<file path="config.mk">
export PLATFORM = sky130hd
export DESIGN_NAME = chd_ctrl
export DESIGN_NICKNAME = d
export VERILOG_FILES = /design/src/chd_pkg.sv /design/src/chd_ctrl.sv
export SDC_FILE = /design/constraint.sdc
export NUM_CORES = 1
export LEC_CHECK = 0
export BUFFER_PORTS_ARGS = -buffer_cell sky130_fd_sc_hd__buf_2
export CORE_AREA = 10 10 53 55
export CTS_CLUSTER_DIAMETER = 120
export DETAILED_ROUTE_END_ITERATION = 16
export DIE_AREA = 0 0 63 65
export PLACE_DENSITY = 0.81
export SETUP_SLACK_MARGIN = 0.4
export SYNTH_ARGS = -nofsm -noshare
export SYNTH_HDL_FRONTEND = slang
export SYNTH_SLANG_ARGS = --single-unit
</file>
<file path="constraint.sdc">
create_clock -name i_clk -period 2.8 [get_ports i_clk]
set_input_delay 0.56 -clock i_clk [delete_from_list [all_inputs] [get_ports i_clk]]
set_output_delay 0.56 -clock i_clk [all_outputs]
set_load 0.03 [all_outputs]
</file>
<file path="src/chd_pkg.sv">
// ---------------------------------------------------------------------------
// chd_pkg
// Shared types, constants and helper functions of the canonical Huffman
// stream decoder.
// ---------------------------------------------------------------------------
package chd_pkg;

    localparam int MAX_LEVELS  = 16;
    localparam int ALPHA_SIZE  = 256;
    localparam int PREFIX_BITS = 8;
    localparam int PREFIX_SIZE = 256;
    localparam int MAX_RESULTS = 8;

    // result status codes
    typedef enum logic [2:0] {
        ST_OK              = 3'd0,
        ST_TOO_MANY_LEVELS = 3'd1,
        ST_ALPHABET_LONG   = 3'd2,
        ST_BAD_ESCAPE      = 3'd3,
        ST_LEVEL_OVERFLOW  = 3'd4,
        ST_INDEX_OVERFLOW  = 3'd5,
        ST_DATA_LEFT       = 3'd6
    } t_status;

    // stream phase
    typedef enum logic [1:0] {
        PH_LEVELS = 2'd0,
        PH_LEAVES = 2'd1,
        PH_ALPHA  = 2'd2,
        PH_CODES  = 2'd3
    } t_phase;

    // controller states
    typedef enum logic [3:0] {
        S_IDLE,
        S_DISPATCH,
        S_BINIT,
        S_BTOT,
        S_FRD,
        S_FWR,
        S_LOOK,
        S_PFX,
        S_LONG,
        S_ALW,
        S_GIVE,
        S_ERR
    } t_state;

    // controller to datapath
    typedef struct packed {
        logic    take;
        logic    levels;
        logic    leaf;
        logic    alpha;
        logic    dec_load;
        logic    dec_spare;
        logic    dec_finish;
        logic    fail;
        t_status err_code;
        logic    build_init;
        logic    build_step;
        logic    fill_sel;
        logic    fill_next_w;
        logic    fill_wr;
        logic    pfx_hit;
        logic    long_start;
        logic    long_next;
        logic    long_hit;
        logic    alw;
        logic    give;
        logic    push_err;
    } t_dp_cmd;

    // datapath to controller
    typedef struct packed {
        logic   halted;
        t_phase phase;
        logic   lc_bad;
        logic   lc_zero;
        logic   leaf_last;
        logic   sum_bad;
        logic   sum_zero;
        logic   alpha_last;
        logic   fin_now;
        logic   done;
        logic   spare_nz;
        logic   n_full;
        logic   tot_last;
        logic   fill_end;
        logic   leaf_more;
        logic   run_last;
        logic   esc;
        logic   w_gt_bc;
        logic   lvl_short;
        logic   lvl_over;
        logic   hit;
        logic   idx_bad;
        logic   out_free;
        logic   give_fin;
    } t_dp_stat;

    // top len bits of the first cnt bits of a buffer, zero filled below
    function automatic logic [15:0] top_bits(input logic [23:0] bits_in,
                                             input logic [4:0]  cnt,
                                             input logic [4:0]  len);
        logic [31:0] ext;
        logic [31:0] sh;
        logic [31:0] mask;
        ext  = {8'd0, bits_in};
        mask = (32'd1 << len) - 32'd1;
        if (len <= cnt) begin
            sh = ext >> (cnt - len);
        end else begin
            sh = ext << (len - cnt);
        end
        return sh[15:0] & mask[15:0];
    endfunction

    function automatic logic [7:0] reverse8(input logic [7:0] b);
        logic [7:0] r;
        for (int i = 0; i < 8; i++) begin
            r[7 - i] = b[i];
        end
        return r;
    endfunction

endpackage

</file>
<file path="src/chd_ctrl.sv">
// ---------------------------------------------------------------------------
// chd_ctrl
// Controller state machine: sequences header parsing, table build and the
// per-word decode loop, driving the datapath by commands.
// ---------------------------------------------------------------------------
module chd_ctrl import chd_pkg::*; (
    input  logic     i_clk,
    input  logic     i_rst_n,
    input  logic     i_s_axis_tvalid,
    output logic     o_s_axis_tready,
    input  t_dp_stat i_stat,
    output t_dp_cmd  o_cmd
);

    t_state r_state;
    t_state n_state;

    // state register
    always_ff @(posedge i_clk) begin
        if (!i_rst_n) begin
            r_state <= S_IDLE;
        end else begin
            r_state <= n_state;
        end
    end

    // next state
    always_comb begin
        n_state = r_state;
        case (r_state)
            S_IDLE: begin
                if (i_s_axis_tvalid) n_state = S_DISPATCH;
            end
            S_DISPATCH: begin
                if (i_stat.halted) begin
                    n_state = S_IDLE;
                end else begin
                    case (i_stat.phase)
                        PH_LEVELS: begin
                            if (i_stat.lc_bad)       n_state = S_ERR;
                            else if (i_stat.lc_zero) n_state = S_BINIT;
                            else                     n_state = S_IDLE;
                        end
                        PH_LEAVES: begin
                            if (!i_stat.leaf_last)    n_state = S_IDLE;
                            else if (i_stat.sum_bad)  n_state = S_ERR;
                            else if (i_stat.sum_zero) n_state = S_BINIT;
                            else                      n_state = S_IDLE;
                        end
                        PH_ALPHA: begin
                            n_state = i_stat.alpha_last ? S_BINIT : S_IDLE;
                        end
                        default: begin
                            if (i_stat.fin_now)                       n_state = S_IDLE;
                            else if (i_stat.done && i_stat.spare_nz)  n_state = S_IDLE;
                            else if (i_stat.done)                     n_state = S_ERR;
                            else                                      n_state = S_LOOK;
                        end
                    endcase
                end
            end
            S_BINIT: n_state = S_BTOT;
            S_BTOT: begin
                if (i_stat.tot_last) n_state = S_FRD;
            end
            S_FRD: begin
                if (i_stat.fill_end)       n_state = S_IDLE;
                else if (i_stat.leaf_more) n_state = S_FWR;
            end
            S_FWR: begin
                if (i_stat.run_last) n_state = S_FRD;
            end
            S_LOOK: begin
                n_state = i_stat.n_full ? S_IDLE : S_PFX;
            end
            S_PFX: begin
                if (i_stat.esc)          n_state = S_LONG;
                else if (i_stat.w_gt_bc) n_state = S_IDLE;
                else                     n_state = S_GIVE;
            end
            S_LONG: begin
                if (i_stat.lvl_short)     n_state = S_IDLE;
                else if (i_stat.lvl_over) n_state = S_ERR;
                else if (i_stat.hit)      n_state = i_stat.idx_bad ? S_ERR : S_ALW;
            end
            S_ALW: n_state = S_GIVE;
            S_GIVE: begin
                if (i_stat.out_free) n_state = i_stat.give_fin ? S_IDLE : S_LOOK;
            end
            S_ERR: begin
                if (i_stat.out_free) n_state = S_IDLE;
            end
            default: n_state = S_IDLE;
        endcase
    end

    // command outputs
    always_comb begin
        o_cmd          = '0;
        o_cmd.err_code = ST_OK;
        o_s_axis_tready = (r_state == S_IDLE);
        case (r_state)
            S_IDLE: begin
                o_cmd.take = i_s_axis_tvalid;
            end
            S_DISPATCH: begin
                if (!i_stat.halted) begin
                    case (i_stat.phase)
                        PH_LEVELS: begin
                            o_cmd.levels = 1'b1;
                            if (i_stat.lc_bad) begin
                                o_cmd.fail     = 1'b1;
                                o_cmd.err_code = ST_TOO_MANY_LEVELS;
                            end
                        end
                        PH_LEAVES: begin
                            o_cmd.leaf = 1'b1;
                            if (i_stat.leaf_last && i_stat.sum_bad) begin
                                o_cmd.fail     = 1'b1;
                                o_cmd.err_code = ST_ALPHABET_LONG;
                            end
                        end
                        PH_ALPHA: begin
                            o_cmd.alpha = 1'b1;
                        end
                        default: begin
                            if (i_stat.fin_now) begin
                                o_cmd.dec_finish = 1'b1;
                            end else if (i_stat.done && i_stat.spare_nz) begin
                                o_cmd.dec_spare = 1'b1;
                            end else if (i_stat.done) begin
                                o_cmd.fail     = 1'b1;
                                o_cmd.err_code = ST_DATA_LEFT;
                            end else begin
                                o_cmd.dec_load = 1'b1;
                            end
                        end
                    endcase
                end
            end
            S_BINIT: o_cmd.build_init = 1'b1;
            S_BTOT:  o_cmd.build_step = 1'b1;
            S_FRD: begin
                o_cmd.fill_sel = 1'b1;
                if (!i_stat.fill_end && !i_stat.leaf_more) o_cmd.fill_next_w = 1'b1;
            end
            S_FWR: begin
                o_cmd.fill_sel = 1'b1;
                o_cmd.fill_wr  = 1'b1;
            end
            S_LOOK: ;
            S_PFX: begin
                if (i_stat.esc)           o_cmd.long_start = 1'b1;
                else if (!i_stat.w_gt_bc) o_cmd.pfx_hit    = 1'b1;
            end
            S_LONG: begin
                if (!i_stat.lvl_short) begin
                    if (i_stat.lvl_over) begin
                        o_cmd.fail     = 1'b1;
                        o_cmd.err_code = ST_LEVEL_OVERFLOW;
                    end else if (i_stat.hit && i_stat.idx_bad) begin
                        o_cmd.fail     = 1'b1;
                        o_cmd.err_code = ST_INDEX_OVERFLOW;
                    end else if (i_stat.hit) begin
                        o_cmd.long_hit = 1'b1;
                    end else begin
                        o_cmd.long_next = 1'b1;
                    end
                end
            end
            S_ALW:  o_cmd.alw = 1'b1;
            S_GIVE: o_cmd.give = i_stat.out_free;
            S_ERR:  o_cmd.push_err = i_stat.out_free;
            default: ;
        endcase
    end

endmodule

</file>
==> metrics.csv <==
stage,metric,value,unit
timing,hold violation count in the final report,0,
final_layout,number of flip-flops in the largest register,4,
clock_tree,root buffer cell,sky130_fd_sc_hd__clkbuf_4,
routing,Routed Antenna Nets,0,
timing,slew at the pin with the worst max-slew slack,0.556,ns
clock_tree,"Reg clk slew, reported paths",0.04,ns
clock_tree,Inserted Clock Buffers,3,
synthesis,Netlist Area Pre-Place,759,um^2
critical_path,worst-case reg-to-reg path depth,6,
timing,Slew HR,0.624,
pwr,total power per unit cell area,246,mW/mm^2
floorplanning,overall die width,63,um
place,placer's final routability congestion estimate,0.835,
final_layout,"Cell Count, Final, Fillers Out",187,
routing,detailed-route DRC error count,0,
routing,total routed wirelength,3.14,mm
critical_path,endpoint arrival time on the critical path,1.88,ns
floorplanning,Initial Util,0.408,
final_layout,biggest registers after layout,r_state (4),
clock_tree,clock net sink count,4,
timing,final max-slew violation count,0,
critical_path,critical-path cell with the highest stage delay,sky130_fd_sc_hd__or4b_4,
global_routing,number of global-route vias before repair,1080,
critical_path,capturing point of the worst reg2reg path,r_state[0],
synthesis,syn avg cell area,7.30,um^2
clock_tree,maximum buffer depth of the clock tree,2,
place,Post-DP Area,0.00105,mm^2
synthesis,number of nets in the synthesized netlist,132,
global_routing,global-route usage over all layers,0.142,
global_routing,number of antenna violations at the first check in global routing,0,
critical_path,cell mode on critical path,sky130_fd_sc_hd__buf_4,
timing,final-layout setup total negative slack,0,ns
worst_hold_path,endpoint of the worst hold-timing path,r_state[2],
pwr,overall power of the completed layout,0.294,mW
routing,total via count after detailed routing,1037,
critical_path,cell class contributing the biggest share of worst-path delay,simple AND/OR/NAND/NOR gates,
timing,worst hold slack,0.599,ns
status,run status,"finished, final reports clean",
routing,number of vias per cell after detailed routing,5.55,
global_routing,global-route wire length before repair,4.78,mm
pwr,worst vdd rail ir drop,106,uV
synthesis,share of the synthesized area in the top cell type,0.105,
synthesis,Area contributors post-synth,"sky130_fd_sc_hd__dfxtp_1, sky130_fd_sc_hd__nor2_1, sky130_fd_sc_hd__nor4_4",
routing,Routed wire per std cell,16.8,um
synthesis,count of warnings emitted by yosys,0,
critical_path,data required time at the worst endpoint,2.24,ns
critical_path,start-to-end type of the worst setup path,in2out,
critical_path,source of the worst register-to-register timing path,r_state[0],
critical_path,delay contributed by the slowest stage of the critical path,0.58,ns
synthesis,Post-synth ARST share,0,
worst_hold_path,start point of the worst min-delay path,i_rst_n,
job,number of max-cap violations,0,
routing,First-pass DRT Iterations,4,
synthesis,total of flip-flops plus latches after synthesis,4,
timing,setup repair after global routing missed its margin,yes,
synthesis,share of synthesized area occupied by flip-flops and latches,0.105,
final_layout,number of nets in the final layout,190,
routing,Initial DRC Count,50,
critical_path,maximum fanout along the worst path,7,
clock_tree,clock latency at the later pin of the worst-skew pair,0.25,ns
final_layout,register bank with the most flops,r_state,
critical_path,worst setup slack for register-to-register paths,0.90,ns
synthesis,cells after synthesis,104,
worst_hold_path,worst hold path stage count,3,
final_layout,core utilization of the finished layout,0.643,
timing,Clock Skew,0.00239,ns
synthesis,most used standard cells in the synthesized netlist,"sky130_fd_sc_hd__nor2_1, sky130_fd_sc_hd__nor3_1, sky130_fd_sc_hd__a21oi_1, sky130_fd_sc_hd__nand2b_1",
synthesis,ys flop type,sky130_fd_sc_hd__dfxtp_1,
floorplanning,row cnt,16,
place,Post-Place Worst Slack,0.286,ns
critical_path,cell-by-cell listing of the critical path,buf_4 -> nand2_4 -> or4b_4 -> a31oi_4 -> o21bai_1 -> buf_4,
place,number of input and output port buffers inserted,51,
global_routing,largest net degree at the start of global routing,17,
clock_tree,CTS tree,yes,
critical_path,kind of start point of the critical path,input pin,
synthesis,number of enable flip-flop cells after synthesis,0,
place,placed cell count,179,
final_layout,ratio of cells with drive above 1 in the final layout,0.544,
place,estimated wirelength of the detail-placed design,2.21,mm
critical_path,Critical Path Start,i_stat[23],
clock_tree,maximum level of the CTS H-tree,1,
floorplanning,number of ports placed on the die boundary,52,
timing,part of the cycle the worst path needs,0.870,
synthesis,largest area contributor in the synthesized netlist,sky130_fd_sc_hd__dfxtp_1,
synthesis,most numerous cell in the Yosys netlist,sky130_fd_sc_hd__nor2_1,
final_layout,final instance area,0.00120,mm^2
critical_path,sum of buffers and inverters on the critical path,2,
worst_hold_path,worst hold path type,in2reg,
final_layout,signed area change from the synthesized netlist to the final layout,57.7,%
floorplanning,Core Box Area,0.00186,mm^2
timing,final-report setup violation count,0,
floorplanning,die footprint,0.00410,mm^2
pwr,leakage component of the power,0.559,nW
critical_path,kind of end point of the critical path,output port,
final_layout,filler cell count,162,
floorplanning,Die H,65,um
timing,Final Worst Setup Slack,0.364,ns
synthesis,number of different library cells in the post-synthesis netlist,50,
final_layout,number of inserted diodes,0,
global_routing,remaining global-route overflow,0,
timing,maximum clock frequency,0.410,GHz
timing,final period demand of the worst path,2.44,ns
[what timing repair did]
item	4_1_cts	5_1_grt
setup buffers	4	1
hold buffers	0	0
resized for setup	17	16
pin swaps	2	7
endpoints found under the setup margin	11	8
endpoints found under the hold margin	0	0
[power by group]
group / leakage, nW / switching [mW] / internal (mW) / total, mW
Sequential: 0.0349 / 0.00379 / 0.0600 / 0.0638
Clock: 0.0138 / 0.0295 / 0.0483 / 0.0779
Combinational: 0.511 / 0.0887 / 0.0640 / 0.153
[per-layer routing]
metal | up-vias | GRT usage | routed length, um
met1 | 469 | 0.147 | 1150
met5 | - | 0 | 0
met3 | 10 | 0.0481 | 227
li1 | 509 | - | -
met2 | 49 | 0.244 | 1680
met4 | 0 | 0.0866 | 80
[layout by cell type, fill, tap and decap left out, types with 3 or more instances in the layout]
master	count
sky130_fd_sc_hd__a21oi_1	5
sky130_fd_sc_hd__buf_2	41
sky130_fd_sc_hd__buf_4	14
sky130_fd_sc_hd__buf_6	4
sky130_fd_sc_hd__clkbuf_4	3
sky130_fd_sc_hd__inv_1	4
sky130_fd_sc_hd__nand2_1	4
sky130_fd_sc_hd__nand2b_1	4
sky130_fd_sc_hd__nor2_1	14
sky130_fd_sc_hd__nor2b_1	4
sky130_fd_sc_hd__nor3_1	6
sky130_fd_sc_hd__o21ai_0	4
sky130_fd_sc_hd__o22ai_1	3
[tightest hold or removal path, delay by kind of cell]
| family | cells | cell delay [ns] |
|---|---|---|
| buffers and inverters | 1 | 0.11 |
| AO/OA/AOI/OAI | 1 | 0.07 |
| AND/OR/NAND/NOR | 1 | 0.06 |
[worst max-delay path by stage]
stage	to	slack (ns)	cells past startpoint
floorplan	o_cmd[12]	0.25	4
global placement	o_cmd[15]	0.33	6
detailed placement	o_cmd[15]	0.29	6
CTS	o_cmd[15]	0.40	6
global route	o_cmd[15]	0.34	6
finish	o_cmd[15]	0.36	6
[area by class of cell]
cell class / count / area [um^2] / share of cell area
clock buffers: 3 / 22.5 / 0.0188
inverters: 4 / 15.0 / 0.0125
multi-input cells: 90 / 681 / 0.568
flip-flops and latches: 4 / 90.1 / 0.0752
repair buffers: 59 / 355 / 0.297
well taps: 27 / 33.8 / 0.0282
[cells by family after synthesis]
kind of cell	Yosys count	synth area share
DFF	4	0.105
muxes	1	0.0148
xor gates and xnor gates	1	0.0115
and+or+nand+nor	60	0.535
AOI/OAI and AO/OA	28	0.255
buffers and inverters	10	0.0774
Note: power is estimated with default switching activity, not from simulation.
